File: src/rtl/bspe_pkg.sv
`timescale 1ns / 1ps
`default_nettype none
// ----------------------------------------------------------------------------
// B-spline point evaluator package
// Shared constants, payload structs, controller commands and status.
// ----------------------------------------------------------------------------
package bspe_pkg;

   // Sizes of the control point store and the spline degree.
   localparam int MAX_POINTS = 64;
   localparam int PT_AW      = $clog2(MAX_POINTS);
   localparam int MAX_DEGREE = 7;
   localparam int DEG_W      = 3;
   localparam int CNT_W      = 7;

   // Basis values are unsigned Q.27, so 1.0 needs 28 bits.
   localparam int BASIS_FRAC = 27;
   localparam int BASIS_W    = BASIS_FRAC + 1;

   // Knot arithmetic width (signed), long division widths.
   localparam int KW     = 10;
   localparam int DIV_W  = 40;
   localparam int PROD_W = 53;

   // Configuration register port.
   localparam int CSR_IDX_W  = 2;
   localparam int CSR_DATA_W = 7;

   // Configuration register indexes.
   localparam logic [CSR_IDX_W-1:0] CSR_DEGREE  = 2'd0;
   localparam logic [CSR_IDX_W-1:0] CSR_CLAMPED = 2'd1;
   localparam logic [CSR_IDX_W-1:0] CSR_COUNT   = 2'd2;

   // Request opcodes.
   localparam logic OP_WRITE = 1'b0;
   localparam logic OP_EVAL  = 1'b1;

   typedef struct packed {
      logic               opcode;
      logic [5:0]         point_index;
      logic signed [31:0] coord_x;
      logic signed [31:0] coord_y;
      logic signed [31:0] coord_z;
      logic signed [23:0] param_t;
   } bspe_req_type;

   typedef struct packed {
      logic signed [31:0] point_x;
      logic signed [31:0] point_y;
      logic signed [31:0] point_z;
      logic               too_few_points;
   } bspe_rsp_type;

   typedef enum logic [3:0] {
      ST_IDLE,
      ST_SETUP,
      ST_MUL,
      ST_DIV_LOAD,
      ST_DIV_WAIT,
      ST_SUM_READ,
      ST_SUM_MUL,
      ST_SUM_ACC,
      ST_DONE
   } bspe_state_type;

   // Commands from the controller to the datapath.
   typedef struct packed {
      logic             write_point;
      logic             load_t;
      logic             setup;
      logic             mul;
      logic             div_start;
      logic             take;
      logic             sum_read;
      logic             sum_mul;
      logic             sum_acc;
      logic [DEG_W-1:0] k;
      logic [DEG_W-1:0] j;
      logic             term;
   } bspe_cmd_type;

   // Status from the datapath to the controller.
   typedef struct packed {
      logic too_few;
      logic span_ok;
      logic div_done;
   } bspe_status_type;

endpackage
`default_nettype wire

File: src/rtl/bspe_ctrl.sv
`timescale 1ns / 1ps
`default_nettype none
// ----------------------------------------------------------------------------
// B-spline evaluator controller
// Walks the basis triangle term by term, then the weighted point sum.
// ----------------------------------------------------------------------------
module bspe_ctrl import bspe_pkg::*; (
   input  logic             clock,
   input  logic             reset,
   input  logic             start,
   input  logic             opcode,
   input  logic [DEG_W-1:0] degree,
   input  bspe_status_type  status,
   output logic             busy,
   output logic             rsp_valid,
   output bspe_cmd_type     cmd
);

   bspe_state_type   state_ff, state_in;
   logic [DEG_W-1:0] k_ff, k_in;
   logic [DEG_W-1:0] j_ff, j_in;
   logic             term_ff, term_in;
   logic             accept;

   assign accept = start && (state_ff == ST_IDLE);

   always_ff @(posedge clock) begin
      if (reset) begin
         state_ff <= ST_IDLE;
         k_ff     <= '0;
         j_ff     <= '0;
         term_ff  <= 1'b0;
      end else begin
         state_ff <= state_in;
         k_ff     <= k_in;
         j_ff     <= j_in;
         term_ff  <= term_in;
      end
   end

   // Next state and datapath commands.
   always_comb begin
      state_in = state_ff;
      k_in     = k_ff;
      j_in     = j_ff;
      term_in  = term_ff;
      cmd      = '0;
      cmd.k    = k_ff;
      cmd.j    = j_ff;
      cmd.term = term_ff;
      busy      = (state_ff != ST_IDLE);
      rsp_valid = 1'b0;
      case (state_ff)
         ST_IDLE: begin
            if (accept) begin
               if (opcode == OP_WRITE) begin
                  cmd.write_point = 1'b1;
               end else begin
                  cmd.load_t = 1'b1;
                  state_in   = ST_SETUP;
               end
            end
         end
         ST_SETUP: begin
            cmd.setup = 1'b1;
            if (status.too_few || !status.span_ok) begin
               state_in = ST_DONE;
            end else begin
               k_in     = DEG_W'(1);
               j_in     = degree - DEG_W'(1);
               term_in  = 1'b0;
               state_in = ST_MUL;
            end
         end
         ST_MUL: begin
            cmd.mul  = 1'b1;
            state_in = ST_DIV_LOAD;
         end
         ST_DIV_LOAD: begin
            cmd.div_start = 1'b1;
            state_in      = ST_DIV_WAIT;
         end
         ST_DIV_WAIT: begin
            if (status.div_done) begin
               cmd.take = 1'b1;
               state_in = ST_MUL;
               if (!term_ff) begin
                  term_in = 1'b1;
               end else begin
                  term_in = 1'b0;
                  if (j_ff == degree) begin
                     if (k_ff == degree) begin
                        j_in     = '0;
                        state_in = ST_SUM_READ;
                     end else begin
                        k_in = k_ff + DEG_W'(1);
                        j_in = degree - k_ff - DEG_W'(1);
                     end
                  end else begin
                     j_in = j_ff + DEG_W'(1);
                  end
               end
            end
         end
         ST_SUM_READ: begin
            cmd.sum_read = 1'b1;
            state_in     = ST_SUM_MUL;
         end
         ST_SUM_MUL: begin
            cmd.sum_mul = 1'b1;
            state_in    = ST_SUM_ACC;
         end
         ST_SUM_ACC: begin
            cmd.sum_acc = 1'b1;
            if (j_ff == degree) begin
               state_in = ST_DONE;
            end else begin
               j_in     = j_ff + DEG_W'(1);
               state_in = ST_SUM_READ;
            end
         end
         ST_DONE: begin
            rsp_valid = 1'b1;
            state_in  = ST_IDLE;
         end
         default: begin
            state_in = ST_IDLE;
         end
      endcase
   end

   // A result strobe lasts a single cycle.
   a_rsp_single: assert property (@(posedge clock) disable iff (reset)
      rsp_valid |=> !rsp_valid)
      else $error("result strobe held for more than one cycle");

   // An accepted evaluate request makes the block busy next cycle.
   a_eval_busy: assert property (@(posedge clock) disable iff (reset)
      (start && !busy && opcode == OP_EVAL) |=> busy)
      else $error("evaluate request did not start the sequence");

   // A write request never produces a result in the next cycle.
   a_write_quiet: assert property (@(posedge clock) disable iff (reset)
      (start && !busy && opcode == OP_WRITE) |=> !rsp_valid && !busy)
      else $error("write request disturbed the sequencer");

   // Divider results are taken only while waiting for them.
   a_take_wait: assert property (@(posedge clock) disable iff (reset)
      cmd.take |-> (state_ff == ST_DIV_WAIT) && status.div_done)
      else $error("term taken without a divider result");

endmodule
`default_nettype wire

File: config.mk
export PLATFORM = sky130hd
export DESIGN_NAME = bspe_ctrl
export DESIGN_NICKNAME = d
export VERILOG_FILES = /design/src/rtl/bspe_pkg.sv /design/src/rtl/bspe_ctrl.sv
export SDC_FILE = /design/constraint.sdc
export NUM_CORES = 1
export LEC_CHECK = 0
export BUFFER_PORTS_ARGS = -buffer_cell sky130_fd_sc_hd__buf_2
export CAP_MARGIN = 20
export CELL_PAD_IN_SITES_DETAIL_PLACEMENT = 0
export CELL_PAD_IN_SITES_GLOBAL_PLACEMENT = 2
export CORE_ASPECT_RATIO = 1.75
export CORE_MARGIN = 10
export CORE_UTILIZATION = 26
export CTS_CLUSTER_SIZE = 30
export DETAILED_ROUTE_END_ITERATION = 10
export PLACE_DENSITY = 0.84
export SYNTH_ARGS = -nofsm -noshare
export SYNTH_HDL_FRONTEND = slang
export SYNTH_SLANG_ARGS = --single-unit
File: constraint.sdc
create_clock -name clock -period 2 [get_ports clock]
set_clock_uncertainty 0.15 [all_clocks]
set_input_delay 0.6 -clock clock [delete_from_list [all_inputs] [get_ports clock]]
set_output_delay 0.6 -clock clock [all_outputs]
set_load 0.01 [all_outputs]
==> out/metrics.cfg <==
[final_layout]
seq_area_um2 = 231.5
nets = 211
final_core_util_pct = 43.17
fillers = 410
drive_gt1_share_pct = 47.42
antenna-diode-count = 0
syn_to_final_growth_pct = 62.29
stdcell_area_um2 = 1653
multi_input_area_um2 = 805.8

[worst_setup_path]
startpoint_type = register
crit_family = simple AND/OR/NAND/NOR gates
path_buf_inv = 2
slowest_stage = dfxtp_1
cp.required_ps = 1250
crit_type = register to output pin
end_kind = output pin
cp_data_arrival_time_ps = 1310
critPathMaxStageDelay_ps = 310
path_max_fanout = 12
path_cells = buf_4, nor4_4, and3_1, buf_2

[global_route]
antenna_found_initial = 0
grt_pass1_vias = 1294
use_met3_pct = 2.720
gr-usage-met1_pct = 10.45
grt_usage_pct = 11.49
grt_max_degree = 13
grt_use_met2_pct = 21.77
overflow = 0
grt_pass1_wl_um = 6134
grt_busiest_layer = met2

[yosys]
netlist_top_cells_count = a21oi_1, dfxtp_1, inv_1, nand2_1, nor2_1
synthCells = 133
synth_top_area_share_pct = 21.62
postSynthAreaPerCell_um2 = 7.658
syn-cell-area_um2 = 1018
synthTopCellsByArea = dfxtp_1, ha_1, a21oi_1
synth_nets = 149
synth_ff_type = dfxtp_1
ys_async_sr_fraction_pct = 0
synth_edf_count = 0
yosys.area.top_type = dfxtp_1
synth_warnings = 0
ys_seq_area_share_pct = 21.62
ys_seq_elements = 11
yosysUniqueCellTypes = 46

[floorplan]
coreArea_um2 = 3829
pin_count = 28
start_util_pct = 26.60
die_height_um = 102.8
die_w_um = 67.31
die_area_um2 = 6919
row_count = 30

[clock_tree]
clock_sinks = 11
clock_path_buffers = 2
cts_tree = built
postCtsHoldBufs = 0
cts_root_buffer = clkbuf_8
h-tree-depth = 1
path_clk_slew_ps = 60
cts_buffers = 3
clk_latency_ps = 250

[timing]
max_freq_mhz = 484.7
finalSetupViolCount = 5
maxSlewHeadroom_pct = 70.74
rsz0062_at_grt = yes
tightest_slew_ps = 437.8
fin_crit_ps = 2063
hold_violations = 0
post-route-period-util_pct = 103.1
fin_ws_ps = -62.99
hold_ws_ps = 379.0
slew_viol_final = 0

[placement]
gp_congestion = 0.8833
place_area_um2 = 1400
port_buffers = 27
dpl.hpwl_um = 2840

[power]
leakagePower_nw = 0.8002
ir_drop_mv = 0.3067
power_density_nw_per_um2 = 430.4

[outcome]
violations = negative setup slack
status = complete, but fails checks

[run]
cap_violations = 0

[drt]
final_antenna_net_count = 0
vias = 1220
dr.first_iter.drc_count = 53
wl_um = 3823
wl_per_cell_um = 15.80
vias_per_cell = 5.041
drc_errors = 0
firstDrtPassIters = 4

[min_path]
hp-class = register to register

==> tightest hold or removal path, delay by kind of cell, from the launching register on <==
kind,cells,cell delay [ps]
AOI/OAI and AO/OA,1,50
DFF,1,350
and+or+nand+nor,1,80
==> flip-flops by register name, indices dropped and copies added (netlist names) <==
register,cells
k_ff,3
term_ff,1
j_ff,3
state_ff,4
==> power breakdown <==
| part | leakage, nW | switching [mW] | internal [mW] |
|---|---|---|---|
| clock network | 0.0228 | 0.0964 | 0.141 |
| logic | 0.686 | 0.113 | 0.123 |
| registers | 0.0915 | 0.0124 | 0.226 |
==> kinds of logic after synthesis <==
kind of cell / synth area share [%]
flip-flops: 21.62
adder cells (fa/ha/maj): 8.108
XOR/XNOR: 5.160
AO/OA/AOI/OAI: 24.20
AND/OR/NAND/NOR: 28.87
buffers and inverters: 8.967
multiplexers: 3.071
==> placed cells by master (no fill, tap or decap), types with 2 or more instances in the layout <==
master	count
a2111oi_0	2
a21oi_1	11
a31oi_1	2
buf_2	26
buf_4	37
buf_6	5
clkbuf_8	3
dfxtp_1	8
dfxtp_4	3
ha_1	5
inv_1	8
mux2i_1	2
nand2_1	8
nand2b_1	2
nand3_1	3
nand4b_1	2
nor2_1	9
nor2b_1	3
nor3_1	2
nor3_2	3
nor3b_1	2
nor4b_4	2
o21ai_0	2
o21ai_1	2
o22ai_1	4
or2_2	2
or3_1	2
xnor2_1	4
xor2_1	2
==> per-layer routing <==
layer	wire [um]	share of wire [%]	vias up
met4	144	3.8	0
li1	-	-	605
met3	165	4.3	10
met2	2150	56	34
met1	1363	36	571
met5	0	0	-
==> worst paths after layout <==
| check | start | to | slack (ps) | cells past startpoint |
|---|---|---|---|---|
| max reg2reg | state_ff[2]$_SDFFE_PP0P_ | j_ff[0]$_SDFFE_PP0P_ | 70 | 7 |
| max | state_ff[3]$_SDFFE_PP0P_ | cmd[14] | -60 | 4 |
| min | j_ff[2]$_SDFFE_PP0P_ | j_ff[2]$_SDFFE_PP0P_ | 380 | 2 |
| min reg2reg | j_ff[2]$_SDFFE_PP0P_ | j_ff[2]$_SDFFE_PP0P_ | 380 | 2 |
==> cell type report <==
type	count	area share, %
sequential	11	14.00
tap	48	3.634
multi-input combinational	101	48.75
clock buffer	4	2.725
timing repair buffer	69	28.84
inverter	9	2.044
==> what timing repair did <==
action / in CTS / in global routing
endpoints found under the hold margin: 0 / 0
setup buffers: 7 / 6
endpoints found under the setup margin: 14 / 16
resized for setup: 15 / 13
pin swaps: 5 / 6
==> per-stage QoR <==
step / std cells / TNS, ps / total power [mW] / worst slack, ps
after detailed placement: 226 / -1874 / 0.4397 / -292.0
after CTS: 237 / -162.1 / 0.6948 / -68.62
final: 242 / -154.0 / 0.7114 / -62.99
after global placement: 226 / -1543 / 0.4345 / -231.2
after floorplan: 133 / -27.89 / 0.3535 / -27.89
after global routing: 242 / -903.8 / 0.7489 / -135.6
No activity file was read; power rests on OpenSTA's default activity.
